### src/hw/rtl/lkvc_pkg.sv
// ----------------------------------------------------------------------------
// lkvc_pkg
// Shared sizes, codes and controller/datapath interface types for the
// least-recently-used key-value cache.
// ----------------------------------------------------------------------------
package lkvc_pkg;

   localparam int ENTRIES = 16;
   localparam int IDX_W   = (ENTRIES > 1) ? $clog2(ENTRIES) : 1;
   localparam int CNT_W   = $clog2(ENTRIES + 1);
   localparam int KEY_W   = 16;
   localparam int VAL_W   = 32;
   localparam int CAP_W   = 5;
   localparam int CMP_W   = (CNT_W > CAP_W) ? CNT_W : CAP_W;
   localparam int REQ_W   = KEY_W + VAL_W;

   localparam logic [CAP_W-1:0] CAP_RESET  = 5'd16;
   localparam logic [VAL_W-1:0] MISS_VALUE = '1;

   localparam logic FUNC_GET = 1'b0;
   localparam logic FUNC_PUT = 1'b1;

   typedef struct packed {
      logic load_req;
      logic scan_step;
      logic exec;
      logic load_rsp;
   } cmd_type;

   typedef struct packed {
      logic scan_done;
      logic is_get;
      logic out_free;
   } sts_type;

endpackage

### src/hw/rtl/lkvc_ctrl.sv
// ----------------------------------------------------------------------------
// lkvc_ctrl
// Sequencer for one request: accept, key scan, update, response hand-off.
// ----------------------------------------------------------------------------
module lkvc_ctrl (
   input  logic              clock,
   input  logic              reset,
   input  logic              req_tvalid,
   output logic              req_tready,
   output lkvc_pkg::cmd_type cmd,
   input  lkvc_pkg::sts_type sts
);

   typedef enum logic [3:0] {
      S_IDLE = 4'b0001,
      S_SCAN = 4'b0010,
      S_EXEC = 4'b0100,
      S_RESP = 4'b1000
   } state_type;

   state_type state_ff;
   state_type state_in;

   always_comb begin
      cmd        = '0;
      state_in   = state_ff;
      req_tready = 1'b0;
      case (state_ff)
         S_IDLE: begin
            req_tready = 1'b1;
            if (req_tvalid) begin
               cmd.load_req = 1'b1;
               state_in     = S_SCAN;
            end
         end
         S_SCAN: begin
            cmd.scan_step = 1'b1;
            if (sts.scan_done) begin
               state_in = S_EXEC;
            end
         end
         S_EXEC: begin
            cmd.exec = 1'b1;
            state_in = sts.is_get ? S_RESP : S_IDLE;
         end
         S_RESP: begin
            // wait for room in the output register
            if (sts.out_free) begin
               cmd.load_rsp = 1'b1;
               state_in     = S_IDLE;
            end
         end
         default: begin
            state_in = S_IDLE;
         end
      endcase
   end

   always_ff @(posedge clock) begin
      if (reset) begin
         state_ff <= S_IDLE;
      end else begin
         state_ff <= state_in;
      end
   end

endmodule

### src/hw/rtl/lkvc_dp.sv
// ----------------------------------------------------------------------------
// lkvc_dp
// Key/value memories, valid bits, recency ranks, entry count, scan
// registers and the output register.
// ----------------------------------------------------------------------------
module lkvc_dp (
   input  logic                         clock,
   input  logic                         reset,
   input  lkvc_pkg::cmd_type            cmd,
   output lkvc_pkg::sts_type            sts,
   input  logic                         req_func,
   input  logic [lkvc_pkg::KEY_W-1:0]   req_key,
   input  logic [lkvc_pkg::VAL_W-1:0]   req_value,
   input  logic                         csr_wen,
   input  logic [lkvc_pkg::CAP_W-1:0]   csr_wdata,
   output logic                         rsp_tvalid,
   input  logic                         rsp_tready,
   output logic                         rsp_hit,
   output logic [lkvc_pkg::VAL_W-1:0]   rsp_value
);

   localparam int N   = lkvc_pkg::ENTRIES;
   localparam int IW  = lkvc_pkg::IDX_W;
   localparam int CW  = lkvc_pkg::CNT_W;
   localparam int MW  = lkvc_pkg::CMP_W;

   // storage
   logic [lkvc_pkg::KEY_W-1:0] key_mem [N];
   logic [lkvc_pkg::VAL_W-1:0] val_mem [N];

   // request
   logic                       func_ff;
   logic [lkvc_pkg::KEY_W-1:0] key_ff;
   logic [lkvc_pkg::VAL_W-1:0] value_ff;

   // state
   logic [lkvc_pkg::CAP_W-1:0] cap_ff, cap_in;
   logic [N-1:0]               valid_ff, valid_in;
   logic [CW-1:0]              count_ff, count_in;
   logic [IW-1:0]              rank_ff [N];
   logic [IW-1:0]              rank_in [N];

   // scan
   logic [CW-1:0]              scan_cnt_ff, scan_cnt_in;
   logic                       cmp_vld_ff, cmp_vld_in;
   logic [IW-1:0]              cmp_idx_ff, cmp_idx_in;
   logic [lkvc_pkg::KEY_W-1:0] key_rd_ff;
   logic                       hit_ff, hit_in;
   logic [IW-1:0]              match_idx_ff, match_idx_in;
   logic                       free_found_ff, free_found_in;
   logic [IW-1:0]              free_idx_ff, free_idx_in;
   logic                       vic_found_ff, vic_found_in;
   logic [IW-1:0]              vic_idx_ff, vic_idx_in;
   logic [IW-1:0]              vic_rank_ff, vic_rank_in;

   // response
   logic [lkvc_pkg::VAL_W-1:0] val_rd_ff;
   logic                       rsp_valid_ff, rsp_valid_in;
   logic                       rsp_hit_ff;
   logic [lkvc_pkg::VAL_W-1:0] rsp_value_ff;

   // update
   logic          scan_end;
   logic          cmp_entry_valid;
   logic [IW-1:0] cmp_rank;
   logic [MW-1:0] cap_ext;
   logic [MW-1:0] eff_cap;
   logic          full;
   logic          is_put;
   logic          evict;
   logic          use_victim;
   logic          ins_ok;
   logic [IW-1:0] slot;
   logic          do_touch;
   logic          do_ins;
   logic          mem_we;
   logic [IW-1:0] wr_idx;
   logic [IW-1:0] touch_rank;
   logic [N-1:0]  valid_post;

   assign sts.scan_done = scan_end;
   assign sts.is_get    = (func_ff == lkvc_pkg::FUNC_GET);
   assign sts.out_free  = !rsp_valid_ff || rsp_tready;

   assign rsp_tvalid = rsp_valid_ff;
   assign rsp_hit    = rsp_hit_ff;
   assign rsp_value  = rsp_value_ff;

   assign cap_in = csr_wen ? csr_wdata : cap_ff;

   // scan sequencing: issue one key read a cycle, compare it in the next cycle
   assign scan_end = (scan_cnt_ff == CW'(N));

   always_comb begin
      scan_cnt_in = scan_cnt_ff;
      cmp_vld_in  = 1'b0;
      cmp_idx_in  = cmp_idx_ff;
      if (cmd.load_req) begin
         scan_cnt_in = '0;
      end else if (cmd.scan_step && !scan_end) begin
         scan_cnt_in = scan_cnt_ff + CW'(1);
         cmp_vld_in  = 1'b1;
         cmp_idx_in  = scan_cnt_ff[IW-1:0];
      end
   end

   assign cmp_entry_valid = valid_ff[cmp_idx_ff];
   assign cmp_rank        = rank_ff[cmp_idx_ff];

   always_comb begin
      hit_in        = hit_ff;
      match_idx_in  = match_idx_ff;
      free_found_in = free_found_ff;
      free_idx_in   = free_idx_ff;
      vic_found_in  = vic_found_ff;
      vic_idx_in    = vic_idx_ff;
      vic_rank_in   = vic_rank_ff;
      if (cmd.load_req) begin
         hit_in        = 1'b0;
         free_found_in = 1'b0;
         vic_found_in  = 1'b0;
      end else if (cmp_vld_ff) begin
         if (cmp_entry_valid && (key_rd_ff == key_ff) && !hit_ff) begin
            hit_in       = 1'b1;
            match_idx_in = cmp_idx_ff;
         end
         if (!cmp_entry_valid && !free_found_ff) begin
            free_found_in = 1'b1;
            free_idx_in   = cmp_idx_ff;
         end
         // least recent is the largest rank
         if (cmp_entry_valid && (!vic_found_ff || (cmp_rank > vic_rank_ff))) begin
            vic_found_in = 1'b1;
            vic_idx_in   = cmp_idx_ff;
            vic_rank_in  = cmp_rank;
         end
      end
   end

   // effective capacity: zero acts as one, clipped to the entry count
   assign cap_ext = MW'(cap_ff);
   assign eff_cap = (cap_ff == '0) ? MW'(1) : ((cap_ext > MW'(N)) ? MW'(N) : cap_ext);
   assign full    = (MW'(count_ff) >= eff_cap) && (count_ff != '0);

   assign is_put     = (func_ff == lkvc_pkg::FUNC_PUT);
   assign evict      = is_put && !hit_ff && full && vic_found_ff;
   // a lower free slot wins over the evicted one
   assign use_victim = evict && (!free_found_ff || (vic_idx_ff < free_idx_ff));
   assign ins_ok     = use_victim || free_found_ff;
   assign slot       = use_victim ? vic_idx_ff : free_idx_ff;
   assign do_touch   = cmd.exec && hit_ff;
   assign do_ins     = cmd.exec && is_put && !hit_ff && ins_ok;
   assign mem_we     = cmd.exec && is_put && (hit_ff || ins_ok);
   assign wr_idx     = hit_ff ? match_idx_ff : slot;
   assign touch_rank = rank_ff[match_idx_ff];

   always_comb begin
      for (int i = 0; i < N; i++) begin
         valid_post[i] = valid_ff[i] && !(evict && (vic_idx_ff == IW'(i)));
      end
   end

   always_comb begin
      valid_in = valid_ff;
      count_in = count_ff;
      if (do_ins) begin
         valid_in       = valid_post;
         valid_in[slot] = 1'b1;
         count_in       = evict ? count_ff : (count_ff + CW'(1));
      end
   end

   always_comb begin
      for (int i = 0; i < N; i++) begin
         rank_in[i] = rank_ff[i];
         if (do_touch) begin
            if (match_idx_ff == IW'(i)) begin
               rank_in[i] = '0;
            end else if (valid_ff[i] && (rank_ff[i] < touch_rank)) begin
               rank_in[i] = rank_ff[i] + IW'(1);
            end
         end else if (do_ins) begin
            if (slot == IW'(i)) begin
               rank_in[i] = '0;
            end else if (valid_post[i]) begin
               rank_in[i] = rank_ff[i] + IW'(1);
            end
         end
      end
   end

   always_comb begin
      rsp_valid_in = rsp_valid_ff;
      if (cmd.load_rsp) begin
         rsp_valid_in = 1'b1;
      end else if (rsp_tready) begin
         rsp_valid_in = 1'b0;
      end
   end

   // control state
   always_ff @(posedge clock) begin
      if (reset) begin
         cap_ff        <= lkvc_pkg::CAP_RESET;
         valid_ff      <= '0;
         count_ff      <= '0;
         scan_cnt_ff   <= CW'(N);
         cmp_vld_ff    <= 1'b0;
         hit_ff        <= 1'b0;
         free_found_ff <= 1'b0;
         vic_found_ff  <= 1'b0;
         rsp_valid_ff  <= 1'b0;
      end else begin
         cap_ff        <= cap_in;
         valid_ff      <= valid_in;
         count_ff      <= count_in;
         scan_cnt_ff   <= scan_cnt_in;
         cmp_vld_ff    <= cmp_vld_in;
         hit_ff        <= hit_in;
         free_found_ff <= free_found_in;
         vic_found_ff  <= vic_found_in;
         rsp_valid_ff  <= rsp_valid_in;
      end
   end

   // payload
   always_ff @(posedge clock) begin
      if (cmd.load_req) begin
         func_ff  <= req_func;
         key_ff   <= req_key;
         value_ff <= req_value;
      end
      cmp_idx_ff   <= cmp_idx_in;
      match_idx_ff <= match_idx_in;
      free_idx_ff  <= free_idx_in;
      vic_idx_ff   <= vic_idx_in;
      vic_rank_ff  <= vic_rank_in;
      rank_ff      <= rank_in;
      if (cmd.load_rsp) begin
         rsp_hit_ff   <= hit_ff;
         rsp_value_ff <= hit_ff ? val_rd_ff : lkvc_pkg::MISS_VALUE;
      end
   end

   // memories
   always_ff @(posedge clock) begin
      if (mem_we) begin
         key_mem[wr_idx] <= key_ff;
         val_mem[wr_idx] <= value_ff;
      end
      if (cmp_vld_in) begin
         key_rd_ff <= key_mem[scan_cnt_ff[IW-1:0]];
      end
      if (cmd.exec) begin
         val_rd_ff <= val_mem[match_idx_ff];
      end
   end

`ifndef SYNTHESIS
   a_count_matches_valid: assert property (@(posedge clock) disable iff (reset)
      $countones(valid_ff) == int'(count_ff))
      else $error("entry count differs from number of valid entries");

   a_count_in_range: assert property (@(posedge clock) disable iff (reset)
      count_ff <= CW'(N))
      else $error("entry count above entry total");

   a_hit_entry_valid: assert property (@(posedge clock) disable iff (reset)
      hit_ff |-> valid_ff[match_idx_ff])
      else $error("matched entry is not valid");
`endif

endmodule

### src/hw/rtl/lru_key_value_cache.sv
// ----------------------------------------------------------------------------
// lru_key_value_cache
// Fully associative key-value cache with least-recently-used replacement.
// Requests carry a get or put (req_tuser), a 16-bit key and a 32-bit value;
// each get returns one response with hit in rsp_tuser and the stored value,
// or all ones on a miss, while puts return nothing. Each request runs a scan
// of the key memory at one key per cycle, followed by an update step and,
// for a get, a response step that waits for room in the output register.
// A new request is taken while an earlier response still waits on rsp_tready.
// csr_wdata sets the capacity in use (reset 16, zero acts as one); write
// it only while idle.
// ----------------------------------------------------------------------------
module lru_key_value_cache (
   input  logic                         clock,
   input  logic                         reset,
   input  logic                         req_tvalid,
   output logic                         req_tready,
   input  logic [lkvc_pkg::REQ_W-1:0]   req_tdata,  // lookup_key, write_value
   input  logic [0:0]                   req_tuser,  // func
   output logic                         rsp_tvalid,
   input  logic                         rsp_tready,
   output logic [lkvc_pkg::VAL_W-1:0]   rsp_tdata,  // read_value
   output logic [0:0]                   rsp_tuser,  // hit
   input  logic                         csr_wen,
   input  logic [lkvc_pkg::CAP_W-1:0]   csr_wdata   // capacity_in_use
);

   lkvc_pkg::cmd_type cmd;
   lkvc_pkg::sts_type sts;

   logic [lkvc_pkg::KEY_W-1:0] req_key;
   logic [lkvc_pkg::VAL_W-1:0] req_value;
   logic                       rsp_hit;

   assign req_key      = req_tdata[lkvc_pkg::KEY_W-1:0];
   assign req_value    = req_tdata[lkvc_pkg::REQ_W-1:lkvc_pkg::KEY_W];
   assign rsp_tuser[0] = rsp_hit;

   lkvc_ctrl u_ctrl (
      .clock      (clock),
      .reset      (reset),
      .req_tvalid (req_tvalid),
      .req_tready (req_tready),
      .cmd        (cmd),
      .sts        (sts)
   );

   lkvc_dp u_dp (
      .clock      (clock),
      .reset      (reset),
      .cmd        (cmd),
      .sts        (sts),
      .req_func   (req_tuser[0]),
      .req_key    (req_key),
      .req_value  (req_value),
      .csr_wen    (csr_wen),
      .csr_wdata  (csr_wdata),
      .rsp_tvalid (rsp_tvalid),
      .rsp_tready (rsp_tready),
      .rsp_hit    (rsp_hit),
      .rsp_value  (rsp_tdata)
   );

endmodule

### config.mk
export PLATFORM = sky130hd
export DESIGN_NAME = lru_key_value_cache
export DESIGN_NICKNAME = d
export VERILOG_FILES = /design/src/hw/rtl/lkvc_pkg.sv /design/src/hw/rtl/lkvc_ctrl.sv /design/src/hw/rtl/lkvc_dp.sv /design/src/hw/rtl/lru_key_value_cache.sv
export SDC_FILE = /design/constraint.sdc
export NUM_CORES = 1
export LEC_CHECK = 0
export BUFFER_PORTS_ARGS = -buffer_cell sky130_fd_sc_hd__buf_2
export CORE_ASPECT_RATIO = 0.9
export CORE_MARGIN = 3
export CORE_UTILIZATION = 56
export CTS_CLUSTER_SIZE = 24
export DETAILED_ROUTE_END_ITERATION = 10
export GPL_TIMING_DRIVEN = 0
export PLACE_DENSITY_LB_ADDON = 0.25
export SETUP_SLACK_MARGIN = 0.1
export SLEW_MARGIN = 10
export SYNTH_ARGS = -nofsm -noshare
export SYNTH_HDL_FRONTEND = slang
export SYNTH_HIERARCHICAL = 1
export SYNTH_SLANG_ARGS = --single-unit
### constraint.sdc
create_clock -name clock -period 4.7 [get_ports clock]
set_input_delay 1.41 -clock clock [delete_from_list [all_inputs] [get_ports clock]]
set_output_delay 1.41 -clock clock [all_outputs]
set_load 0.05 [all_outputs]
### After elaboration in Yosys (flattened, before gate mapping)

Memory sizes are Yosys's and may differ from the RTL's. A register that Yosys moved wholly into a read port is not among the register bits.
Cells that the tools add are included.

* reductions and logical operators: 141
* bitwise gates (word level): 5
* add/subtract/negate cells: 18
* equality and inequality tests: 70
* muxes and demuxes: 130
* $lt $le $gt $ge: 25

Operators with widths (number)
* two-way mux 4 bit: 106
* == test 4 bit (second input constant): 25
* less-than comparator 4 bit: 17
* adder 4 x 1 -> 4 bit (second input constant): 16
* logical AND 1 bit: 64
* AND reduction 3 bit: 20
* == test 4 x 3 -> 1 bit (second input constant): 13
* != test 3 bit (second input constant): 16
* nonzero test 3 bit: 16
* binary-select mux 4 bit (select 4 bit): 2
* == test 4 x 2 -> 1 bit (second input constant): 7
* logical NOT 1 bit: 22
* two-way mux 5 bit: 4
* == test 16 bit: 1
* == test 4 x 1 -> 1 bit (second input constant): 4
* bitwise OR 16 bit: 1
* one-hot mux 4 bit (4 select lines): 1
* two-way mux 1 bit: 15
* logical NOT 4 bit: 3
* adder 5 x 1 -> 5 bit (second input constant): 2
* greater-or-equal comparator 5 bit (second input constant): 2
* less-than comparator 4 x 5 -> 1 bit (second input constant): 2
* inverter 4 -> 5 bit: 2
* AND reduction 2 bit: 5
* other kinds (15): 23

* RAM bits: 768
* memories: 2
* register bits: 206
* bits of input ports: 59
* output and inout bits: 35
* word-level logic and storage cells: 428

Memory list
* u_dp.val_mem: words 16, bits a word 32, rd ports 1, clocked after memory_dff 1, write ports 1, line lkvc_dp.sv:29 `logic [lkvc_pkg::VAL_W-1:0] val_mem [N];`
* u_dp.key_mem: words 16, bits a word 16, rd ports 1, clocked after memory_dff 1, write ports 1, line lkvc_dp.sv:28 `logic [lkvc_pkg::KEY_W-1:0] key_mem [N];`

### Depth between registers and ports, before layout

* depth after elaboration: 14
* mapped depth: 11
* mapped depth without buffers: 10

### By module

Netlist, hierarchy kept.

By module, submodules not included
* lkvc_dp: area each 41907.7 sq um, sequential area each 30209.0 sq um, cells each 2113, instances 1
* lkvc_ctrl: area each 242.7 sq um, sequential area each 80.1 sq um, cells each 28, instances 1

### Worst setup path after synthesis

No wires, ideal clock.

* path kind: register -> register
* start: register u_ctrl.state_ff[2]
* end: memory u_dp/key_mem[9][0] in the netlist's numbering (enable)
* required time: 4246 ps
* path slack: 37 ps
* library setup time: 454 ps
* period minus slack after synthesis: 4663 ps
* stages on the path, launching flop included: 7
* path buffers: 1
* arrival: 4209 ps
* path through: dfxtp_1 > clkbuf_1 > and3_1 > nand2_1 > a31oi_4 > o211ai_1 > nor2_1

RTL lines
* start, declared: line lkvc_ctrl.sv:21 `state_type state_ff;`
* start signal, assigned: line lkvc_ctrl.sv:63 `state_ff <= state_in;`
* end, declared: line lkvc_dp.sv:28

### Final worst setup path

* start: register u_dp.match_idx_ff[1]
* end: memory u_dp/val_mem[1][27] in the netlist's numbering (enable)

* word-level cells in the longest chain between the ends: 1

Ends and longest elaborated chain
* start, declared: line lkvc_dp.sv:49 `logic [IW-1:0] match_idx_ff, match_idx_in;`
* start signal, assigned: line lkvc_dp.sv:234 `match_idx_ff <= match_idx_in;`
* two-way mux 4 bit: line lkvc_dp.sv:154 `assign wr_idx = hit_ff ? match_idx_ff : slot;`
* end, declared: line lkvc_dp.sv:29

Every way passes these cells.

==> impl_table.tex <==
\begin{tabular}{lr}
\hline
Metric & Value \\
\hline
\multicolumn{2}{l}{\textbf{Die}} \\
\quad Core Region & 73900 um\^{}2 \\
\quad I/O pin count & 94 \\
\quad Chip height & 266 um \\
\quad Die area & 78600 um\^{}2 \\
\quad Horizontal die dimension & 295 um \\
\quad Starting utilization of the core area & 0.571 \\
\quad Row count & 94 \\
\multicolumn{2}{l}{\textbf{Routing}} \\
\quad DR iter-0 viols & 3005 \\
\quad Average wire length per cell after detail routing & 31.7 um \\
\quad Number of nets still failing antenna checks after routing & 0 \\
\quad DR vias/cell & 6.65 \\
\quad Residual DRC count & 0 \\
\quad Overall via count from detail\_route & 22700 \\
\quad Count of TritonRoute iterations in the first routing pass & 5 \\
\quad Final wirelength & 108000 um \\
\multicolumn{2}{l}{\textbf{Worst setup path}} \\
\quad Worst Setup End Kind & flip-flop \\
\quad Required time worst endpoint & 5.11 ns \\
\quad Arrival time at the worst endpoint & 4.80 ns \\
\quad Worst Path Class, Setup & flip-flop to flip-flop \\
\quad Largest fanout on the critical path & 15 \\
\quad Kind of start point of the critical path & flip-flop \\
\multicolumn{2}{l}{\textbf{Placement}} \\
\quad Port Buf Inserts & 92 \\
\quad Final weighted congestion in routability-driven placement & 0.925 \\
\quad Placed insts & 3231 \\
\quad Sum of net half-perimeters after detailed placement & 68300 um \\
\multicolumn{2}{l}{\textbf{STA}} \\
\quad Final critical delay including setup and external delays & 4.39 ns \\
\quad Achievable clock frequency & 228 MHz \\
\quad Rel. slew slack & 0.170 \\
\quad Sum of negative setup slack & 0 ns \\
\quad Final worst hold slack & 0.425 ns \\
\quad Clock tree skew after final layout & 0.0379 ns \\
\quad RSZ-0062 raised after global routing & false \\
\quad Slew Limit Fails & 0 \\
\quad Final hold vios & 0 \\
\quad Share of the clock period used by the worst path & 0.935 \\
\quad Final setup vio count & 0 \\
\quad Worst Tran Pin Value & 1.24 ns \\
\multicolumn{2}{l}{\textbf{Power}} \\
\quad Post-layout total power & 18.7 mW \\
\quad Power density cells & 387 nW/um\^{}2 \\
\quad Worst supply voltage drop on vdd & 371 uV \\
\quad Static Leakage & 15.5 nW \\
\multicolumn{2}{l}{\textbf{Yosys}} \\
\quad Async SR Flop Fraction & 0 \\
\quad Sequential-to-total area share from yosys stat & 0.719 \\
\quad Synthesized net count & 2280 \\
\quad Proportion of netlist area held by the largest area contributor & 0.700 \\
\quad Most numerous cell in the Yosys netlist & edfxtp\_1 \\
\quad Top flip-flop cell by instance count after synthesis & edfxtp\_1 \\
\quad Most common library cells after synthesis & edfxtp\_1, mux4\_2, nor2\_1, ha\_1, clkbuf\_1 \\
\quad Gate count after technology mapping & 2141 \\
\quad Average size of a mapped cell & 19.7 um\^{}2 \\
\quad Synth Area in Simple Gates & 0.0408 \\
\quad Total standard cell area after synthesis & 42200 um\^{}2 \\
\quad Main combinational cell family by area after synthesis & multiplexers \\
\quad Post-synthesis adder-cell area fraction & 0.0237 \\
\quad Area share of xor/xnor cells in the synthesized design & 0.0118 \\
\quad Synth Register Bits & 1022 \\
\quad Unique cell type count in the Yosys netlist & 67 \\
\quad Synth warn & 6 \\
\quad Top cell type by total area after synthesis & edfxtp\_1 \\
\quad Complex-gate fraction of the synthesized area & 0.0311 \\
\quad Ranking of synthesized cells by area & edfxtp\_1, mux4\_2, ha\_1, dfxtp\_1, nor2\_1 \\
\quad Number of synthesized flops with an enable pin & 982 \\
\quad Mux contribution to synthesized area & 0.159 \\
\multicolumn{2}{l}{\textbf{Status}} \\
\quad Run status & finished clean \\
\multicolumn{2}{l}{\textbf{Clock tree}} \\
\quad Clock latency reported for the late side of the worst-skew pair & 0.66 ns \\
\quad \# H-tree levels & 3 \\
\quad Buffers from clock root to sink, at most & 3 \\
\quad Clock buffers created by TritonCTS & 99 \\
\quad Buffer cell driving the clock tree root & clkbuf\_16 \\
\quad Count of hold buffers inserted by post-cts repair & 0 \\
\quad Clock tree from TritonCTS & built \\
\quad Clock transition at the registers of the reported paths & 0.07 ns \\
\quad Sink Count & 1022 \\
\multicolumn{2}{l}{\textbf{Global route}} \\
\quad Global-route wire length before repair & 159000 um \\
\quad Largest net degree at the start of global routing & 38 \\
\quad Sum of overflow across all layers after global routing & 0 \\
\quad Initial antenna violation count & 1 \\
\quad Vias in the first global route & 23300 \\
\quad Overall routing resource usage & 0.282 \\
\multicolumn{2}{l}{\textbf{Cells and area}} \\
\quad Ant. Diodes & 0 \\
\quad Ratio of cells with drive above 1 in the final layout & 0.265 \\
\quad Total number of nets in the final design & 2510 \\
\quad Synthesis-to-layout area growth & 14.7\% \\
\quad Number of non-filler instances in the completed layout & 3415 \\
\multicolumn{2}{l}{\textbf{Hold path}} \\
\quad Worst min path class & flip-flop to flip-flop \\
\multicolumn{2}{l}{\textbf{Job}} \\
\quad Max cap viols & 0 \\
\hline
\end{tabular}
[cell usage in the layout (no fill, tap or decap), drive strengths merged, types with 24 or more instances in the layout]
master	synthesis	final
nand3	24	24
dfxtp	40	40
mux4	284	284
ha	80	80
nor2	134	134
a21oi	39	39
clkbuf	60	177
buf	42	171
nor3	30	30
inv	41	44
o21ai	41	41
xor2	37	37
clkinv	1	46
edfxtp	982	982
nand2	43	43
nand2b	53	53
[critical path, cell delays in order (launching register included)]
cell and delay [ns]:
edfxtp_1 0.75, clkbuf_1 0.60, clkbuf_1 0.93, nand2b_1 0.41, nand2_1 0.16, o211ai_1 0.36, nor2_4 0.29, buf_16 0.26
buf_16 0.18, buf_16 0.17
[layer usage]
metal / wire length [um] / track usage / part of all wire / vias up
met2: 52600 / 0.448 / 0.49 / 1393
met5: 0 / 0 / 0 / -
met4: 3790 / 0.0981 / 0.035 / 0
met1: 41300 / 0.398 / 0.38 / 11800
li1: - / - / - / 9280
met3: 10600 / 0.0569 / 0.098 / 217
[path summary, 6_finish.rpt]
path	from	endpoint	slack, ns	depth (start not counted)
max	u_dp/match_idx_ff[1]$_DFFE_PP_	u_dp/val_mem[1][27]$_DFFE_PP_	0.31	9
min	u_dp/scan_cnt_ff[3]$_SDFFE_PP0P_	u_dp/cmp_idx_ff[3]$_DFFE_PP_	0.42	0
max reg2reg	u_dp/match_idx_ff[1]$_DFFE_PP_	u_dp/val_mem[1][27]$_DFFE_PP_	0.31	9
min reg2reg	u_dp/scan_cnt_ff[3]$_SDFFE_PP0P_	u_dp/cmp_idx_ff[3]$_DFFE_PP_	0.42	0
[state kept, by name, indices dropped and copies added (netlist names), 5 cells and up]
name	count
u_dp/rsp_value	32
u_dp/key_ff	16
u_dp/count_ff	5
u_dp/key_rd_ff	16
u_dp/val_mem	512
u_dp/key_mem	256
u_dp/value_ff	32
u_dp/scan_cnt_ff	5
u_dp/valid_ff	16
u_dp/rank_ff	64
u_dp/val_rd_ff	32
u_dp/cap_ext	5
[cell type report]
cell class | count | area, um^2
buffer | 101 | 452
clock buffer | 117 | 2610
clock inverter | 68 | 836
fill | 4738 | 25500
inverter | 42 | 171
multi-input combinational | 975 | 11400
sequential | 1022 | 30300
tap | 960 | 1200
timing repair buffer | 130 | 1400
[cell families (layout without fill, tap and decap cells)]
kind of cell / count (synthesis) / after routing
buffers and inverters: 144 / 458
AOI/OAI and AO/OA: 178 / 178
adders and majority gates: 80 / 80
muxes: 313 / 313
and+or+nand+nor: 347 / 347
DFF: 1022 / 1022
xor gates and xnor gates: 57 / 57
[report_power, final]
part | switching [mW] | internal, mW
Sequential | 0.166 | 10.1
Clock | 3.39 | 4.88
Combinational | 0.112 | 0.0610
Total | 3.67 | 15.0
[through the flow]
stage	setup slack (ns)	utilization	instance area, um^2
finish	0.307	0.655	48400
global route	0.170	0.655	48400
CTS	0.124	0.655	48400
detailed placement	-0.149	0.608	44900
global placement	-4.56	0.593	43800
floorplan	0.0372	-	42200
[repair_timing]
action                     4_1_cts  5_1_grt
resized for setup                5        5
buffers inserted                 0        0
setup endpoints to repair       60       87
Power figures use the tool's default switching activity.
